===== src/scma_pkg.sv =====
package scma_pkg;

	localparam int CHUNK_FRAMES = 2048;
	localparam int SUM_W = 32;

	localparam int FRAME_W = 11;
	localparam int SAMPLE_W = 16;
	localparam int VOL_W = 8;
	localparam int VOL_SHIFT = 8;
	localparam int PROD_W = SAMPLE_W + VOL_W + 1;

	localparam int FRAME_AW = $clog2(CHUNK_FRAMES);
	localparam int RANGE_W = (FRAME_W > $clog2(CHUNK_FRAMES + 1)) ?
		FRAME_W : $clog2(CHUNK_FRAMES + 1);
	localparam int ADDR_EXT_W = (FRAME_W > FRAME_AW) ? FRAME_W : FRAME_AW;

	localparam int QUEUE_DEPTH = 4;
	localparam int QPTR_W = $clog2(QUEUE_DEPTH);
	localparam int QCNT_W = $clog2(QUEUE_DEPTH + 1);

	localparam logic [1:0] REQ_MIX = 2'd0;
	localparam logic [1:0] REQ_RAW = 2'd1;
	localparam logic [1:0] REQ_READ = 2'd2;

	localparam logic [7:0] BYTE_BIAS = 8'h80;
	localparam logic signed [SAMPLE_W-1:0] PCM_MAX = 16'sh7fff;
	localparam logic signed [SAMPLE_W-1:0] PCM_MIN = -16'sh8000;

	typedef struct packed {
		logic [1:0] req_type;
		logic [FRAME_W-1:0] frame_index;
		logic signed [SAMPLE_W-1:0] sample_value;
		logic sample_is_8bit;
		logic [VOL_W-1:0] left_volume;
		logic [VOL_W-1:0] right_volume;
		logic signed [SAMPLE_W-1:0] raw_left;
		logic signed [SAMPLE_W-1:0] raw_right;
	} item_t;

	typedef struct packed {
		logic [FRAME_W-1:0] out_frame;
		logic signed [SAMPLE_W-1:0] pcm_left;
		logic signed [SAMPLE_W-1:0] pcm_right;
	} result_t;

	typedef enum logic {
		OP_ADD,
		OP_READ
	} op_t;

	typedef struct packed {
		op_t op;
		logic in_range;
		logic [FRAME_W-1:0] frame;
		logic signed [SAMPLE_W-1:0] delta_left;
		logic signed [SAMPLE_W-1:0] delta_right;
	} cmd_t;

	typedef enum logic [1:0] {
		ST_CLEAR,
		ST_IDLE,
		ST_MODIFY
	} back_state_t;

	function automatic logic frame_in_range(input logic [FRAME_W-1:0] frame);
		return RANGE_W'(frame) < RANGE_W'(CHUNK_FRAMES);
	endfunction

endpackage


===== src/scma_queue.sv =====
module scma_queue import scma_pkg::*; (
	input logic clk,
	input logic arst_n,
	input logic push,
	input cmd_t push_cmd,
	output logic full,
	input logic pop,
	output logic not_empty,
	output cmd_t head
);

	cmd_t slots_q [QUEUE_DEPTH];
	logic [QPTR_W-1:0] wr_ptr_q;
	logic [QPTR_W-1:0] rd_ptr_q;
	logic [QCNT_W-1:0] count_q;

	assign full = count_q == QCNT_W'(QUEUE_DEPTH);
	assign not_empty = count_q != '0;
	assign head = slots_q[rd_ptr_q];

	always_ff @(posedge clk or negedge arst_n) begin
		if (!arst_n) begin
			wr_ptr_q <= '0;
			rd_ptr_q <= '0;
			count_q <= '0;
		end else begin
			if (push) begin
				wr_ptr_q <= wr_ptr_q + 1'b1;
			end
			if (pop) begin
				rd_ptr_q <= rd_ptr_q + 1'b1;
			end
			if (push && !pop) begin
				count_q <= count_q + 1'b1;
			end else if (pop && !push) begin
				count_q <= count_q - 1'b1;
			end
		end
	end

	always_ff @(posedge clk) begin
		if (push) begin
			slots_q[wr_ptr_q] <= push_cmd;
		end
	end

endmodule


===== config.mk =====
export PLATFORM = sky130hd
export DESIGN_NAME = scma_queue
export DESIGN_NICKNAME = d
export VERILOG_FILES = /design/src/scma_pkg.sv /design/src/scma_queue.sv
export SDC_FILE = /design/constraint.sdc
export NUM_CORES = 1
export LEC_CHECK = 0
export ABC_CLOCK_PERIOD_IN_PS = 2500
export BUFFER_PORTS_ARGS = -buffer_cell sky130_fd_sc_hd__buf_2
export CAP_MARGIN = 20
export CORE_UTILIZATION = 50
export DETAILED_ROUTE_END_ITERATION = 7
export GPL_ROUTABILITY_DRIVEN = 0
export MAX_ROUTING_LAYER = met4
export PLACE_DENSITY = 0.71
export SLEW_MARGIN = 10
export SYNTH_ARGS = -nofsm -noshare
export SYNTH_HDL_FRONTEND = slang
export SYNTH_SLANG_ARGS = --single-unit

===== constraint.sdc =====
create_clock -name clk -period 2.5 [get_ports clk]
set_clock_uncertainty 0.15 [all_clocks]
set_input_delay 0.5 -clock clk [delete_from_list [all_inputs] [get_ports clk]]
set_output_delay 0.5 -clock clk [all_outputs]
set_load 0.01 [all_outputs]

# Word-level counts from Yosys, hierarchy flattened
# Memory sizes are Yosys's and may differ from the RTL's.
# Cells that the tools add are included.
# op_classes
add_sub_neg	4
eq_ne	1
n_mux	4
reduce_logical	6
# op_table
op	n
3-bit two-way mux	2
2-bit by 1-bit adder with 2-bit output (second input constant)	2
3-bit by 1-bit adder with 3-bit output (second input constant)	1
3-bit == test (second input constant)	1
3-bit nonzero test	1
3-bit by 1-bit subtractor with 3-bit output (second input constant)	1
1-bit logical AND	2
1-bit zero test	2
1-bit two-way mux	2
2-bit nonzero test	1
# totals
register_bits	7
ram_bits	180
inputBits	49
out_inout_bits	47
n_memories	1
# mem_list
name	depth	word_bits	read_ports	rd_ports_with_merged_regs	write_ports	line	rtl
slots_q	4	45	1	0	1	scma_queue.sv:12	cmd_t slots_q [QUEUE_DEPTH];

# Longest topological paths before layout
# logic_depth
depth_word	4
ltp_mapped	7
mapped_depth_nobuf	7

# Worst setup path before layout
# No wires, ideal clock.
# synth_path
kind	reg-to-reg
start	register wr_ptr_q[0]
end	memory slots_q[2][0] in the netlist's numbering (enable)
setup_ns	0.407
t_arrival_ns	1.696
path_slack_ns	0.248
path_stages_with_launch	4
n_path_buf	0
period_less_slack_ns	2.252
cell_sequence	dfrtp_1 > inv_1 > ha_1 > and2_1
# synth_rtl
element	line	rtl
from (decl)	scma_queue.sv:13	logic [QPTR_W-1:0] wr_ptr_q;
from (signal assigned)	scma_queue.sv:28	wr_ptr_q <= wr_ptr_q + 1'b1;
to (decl)	scma_queue.sv:12	
# Straight into the memory's write port.

==> out/metrics.csv <==
stage,metric,value,unit
status,run status,completed,
route,vias post-DR,3148,
critical_path,reg2reg end,slots_q[2][2]$_DFFE_PP_,
synth,Synth Instances,269,
timing,Final Hold Vio Count,0,
critical_path,reg2reg setup slack,0.60,ns
timing,RSZ-0062 raised after global routing,true,
power_and_ir_drop,leakage power,0.00298,uW
synth,sequential fraction of the synthesis area,0.808,
power_and_ir_drop,switching power,2840,uW
timing,Max Slew Vio Count,0,
cells_and_area,"most common cell after layout, fill and taps aside",edfxtp_1,
floorplan,initial core utilization,0.518,
min_path,WHS Path Cells,1,
synth,yosys warns,0,
timing,setup violators final,0,
grt,global routing usage on met1,0.241,
critical_path,Critical Path RT,1.85,ns
critical_path,WS Path Type,reg -> out,
grt,global-route wire length before repair,18.4,mm
critical_path,"Arr. time, crit path",1.84,ns
min_path,Worst Hold Launch,push_cmd[23],
critical_path,Worst R2R Start,wr_ptr_q[0]$_DFFE_PN0P_,
grt,All-Layer GR Usage,0.187,
route,via/cell ratio,5.42,
clock_network,worst skew pair latency,0.42,ns
placed_design,DP Area,7720,um^2
power_and_ir_drop,power density over cell area,1200,nW/um^2
power_and_ir_drop,total power,10300,uW
min_path,hold path endpoint,slots_q[3][23]$_DFFE_PP_,
synth,post-synth cell types,20,
timing,Slew HR,0.670,
power_and_ir_drop,Switching Fraction,0.276,
grt,vias in the first global route,3370,
clock_network,clock-pin slew of the registers on the worst-case setup and hold paths,0.07,ns
synth,"Cell Area, Synth",6910,um^2
route,iteration-0 DRC count of the detailed router,137,
timing,setup TNS,0,ns
power_and_ir_drop,Internal,7450,uW
grt,GRT Max-Usage Layer,met2,
clock_network,CTS tree,built,
placed_design,I/O Buffers,95,
clock_network,clk buf depth,2,
cells_and_area,most frequent cells in the layout,"edfxtp_1 (180), buf_2 (68), mux4_2 (45)",
route,WL/cell,20.6,um
timing,Tcrit/Tclk final,0.995,
floorplan,Die W,120,um
cells_and_area,Area Overhead vs Synth,23.6,%
placed_design,Final HPWL DP,7.33,mm
cells_and_area,Util after Layout,0.640,
grt,M2 GR Usage,0.283,
cells_and_area,cell area after layout,8540,um^2
power_and_ir_drop,Clock Power Share,0.262,
critical_path,cells on worst reg2reg path,4,
timing,worst-margin pin slew,0.494,ns
clock_network,clock root buffer,clkbuf_16,
clock_network,CTS sink cnt,187,
critical_path,CP max FO,18,
clock_network,clock buffer count from CTS,17,
cells_and_area,Nets,446,
route,DR DRC count,0,
route,DR pass1 iterations,4,
critical_path,"Max stage delay cell, worst path",mux4_2,
timing,Period minus WS final,2.49,ns
grt,GR Util met3,0.0532,
grt,initial antenna violation count,1,
grt,GRT Residual Overflow,0,
floorplan,chip height,120,um
synth,post-synth net total,324,
route,post-detailed-route count of antenna-violating nets,0,
cells_and_area,layout cells sized above 1,0.478,
synth,synthesized area per cell,25.7,um^2
critical_path,Startpoint Class,register,
critical_path,CP max stage delay,0.53,ns
floorplan,Rows,42,
floorplan,Die ar.,14300,um^2
cells_and_area,fillers,903,
floorplan,boundary pin count,96,
critical_path,crit path cell chain,"clkbuf_16, mux4_2, buf_6",
synth,#FFs+latches synth,187,
power_and_ir_drop,combinational share of power,0.317,
grt,pin count of the biggest net entering global routing,37,
timing,max frequency,0.402,GHz
run,Max-Cap Viols,0,
critical_path,CP endpoint kind,primary output,
power_and_ir_drop,VDD IR max,528,uV
power_and_ir_drop,sequential share of power,0.421,
clock_network,htree depth,4,
floorplan,CORE AREA,13300,um^2
route,Final Routed Wirelength,12.0,mm
min_path,min-delay worst type,in -> reg,
power groups by stage:
stage	Clock, uW	Combinational [uW]	Sequential [uW]
final	2690	3260	4330
after global routing	2850	3500	4390
after CTS	2750	3030	4330
after detailed placement	0	2870	4390
after global placement	0	2850	4340
after floorplan	0	1900	4290
cells in the mapped netlist (all sizes together):
| master | number | share of area |
|---|---|---|
| fa | 1 | 0.0029 |
| nand2 | 2 | 0.0011 |
| dfrtp | 7 | 0.025 |
| edfxtp | 180 | 0.78 |
| buf | 10 | 0.014 |
| xor2 | 4 | 0.0051 |
| inv | 4 | 0.0022 |
| nor3b | 1 | 0.0011 |
| or3 | 1 | 0.00091 |
| nor2 | 1 | 0.00054 |
| mux2 | 1 | 0.0016 |
| o21ai | 1 | 0.00072 |
| xnor2 | 2 | 0.0025 |
| mux4 | 45 | 0.15 |
| ha | 5 | 0.0091 |
| and2 | 4 | 0.0036 |
cell type report:
type                            instances  area [um^2]  area share
Timing Repair Buffer                  113          898       0.105
Sequential cell                       187         5590       0.654
Clock inverter                         14          170      0.0199
Antenna cell                            1         2.50    0.000293
Tap cell                              176          220      0.0258
Clock buffer                           18          429      0.0502
Multi-Input combinational cell         68         1220       0.143
Inverter                                4         15.0     0.00176
through the flow:
stage	hold slack, ns	setup WS (ns)	std cells
6_report	0.129	0.0129	581
3_3_place_gp	0.187	0.391	546
3_5_place_dp	0.196	0.387	546
5_1_grt	0.118	-0.0584	581
4_1_cts	0.111	-0.0804	579
2_1_floorplan	0.0544	0.248	269
worst max path at each step:
| stage | start | endpoint | slack (ns) |
|---|---|---|---|
| floorplan | wr_ptr_q[0]$_DFFE_PN0P_ | slots_q[2][0]$_DFFE_PP_ | 0.25 |
| global placement | rd_ptr_q[0]$_DFFE_PN0P_ | head[14] | 0.39 |
| detailed placement | rd_ptr_q[0]$_DFFE_PN0P_ | head[14] | 0.39 |
| CTS | rd_ptr_q[0]$_DFFE_PN0P_ | head[9] | -0.08 |
| global route | rd_ptr_q[0]$_DFFE_PN0P_ | head[41] | -0.06 |
| finish | rd_ptr_q[0]$_DFFE_PN0P_ | head[28] | 0.01 |
per-layer routing:
metal | wire [um] | vias to the layer above
li1 | - | 1387
met1 | 5180 | 1636
met2 | 5980 | 108
met3 | 661 | 17
met4 | 176 | 0
met5 | 0 | -
state kept, by name (all words and copies together), names as in the netlist:
register  flops
wr_ptr_q      2
slots_q     180
rd_ptr_q      2
count_q       3
worst max-delay path, delay by kind of cell (launching register included):
family,cells,cell delay (ns)
buffers and inverters,2,0.39
multiplexers,1,0.53
flip-flops,1,0.48
timing repair:
action / 4_1_cts / 5_1_grt
hold endpoints to repair: 7 / 0
hold buffers: 1 / 0
pin swaps: 0 / 0
setup endpoints to repair: 39 / 45
gates resized for setup: 10 / 19
cloned: 0 / 1
buffers inserted: 0 / 0
logic make-up (layout without fill, tap and decap cells):
| group | Yosys count | after routing | share of synthesized area |
|---|---|---|---|
| multiplexers | 46 | 46 | 0.148 |
| AO/OA/AOI/OAI | 1 | 1 | 0.000724 |
| flip-flops | 187 | 187 | 0.808 |
| other | 0 | 1 | 0 |
| adder cells (fa/ha/maj) | 6 | 6 | 0.0120 |
| buffers and inverters | 14 | 149 | 0.0165 |
| XOR/XNOR | 6 | 6 | 0.00761 |
| AND/OR/NAND/NOR | 9 | 9 | 0.00724 |
Note: power is estimated with default switching activity, not from simulation.
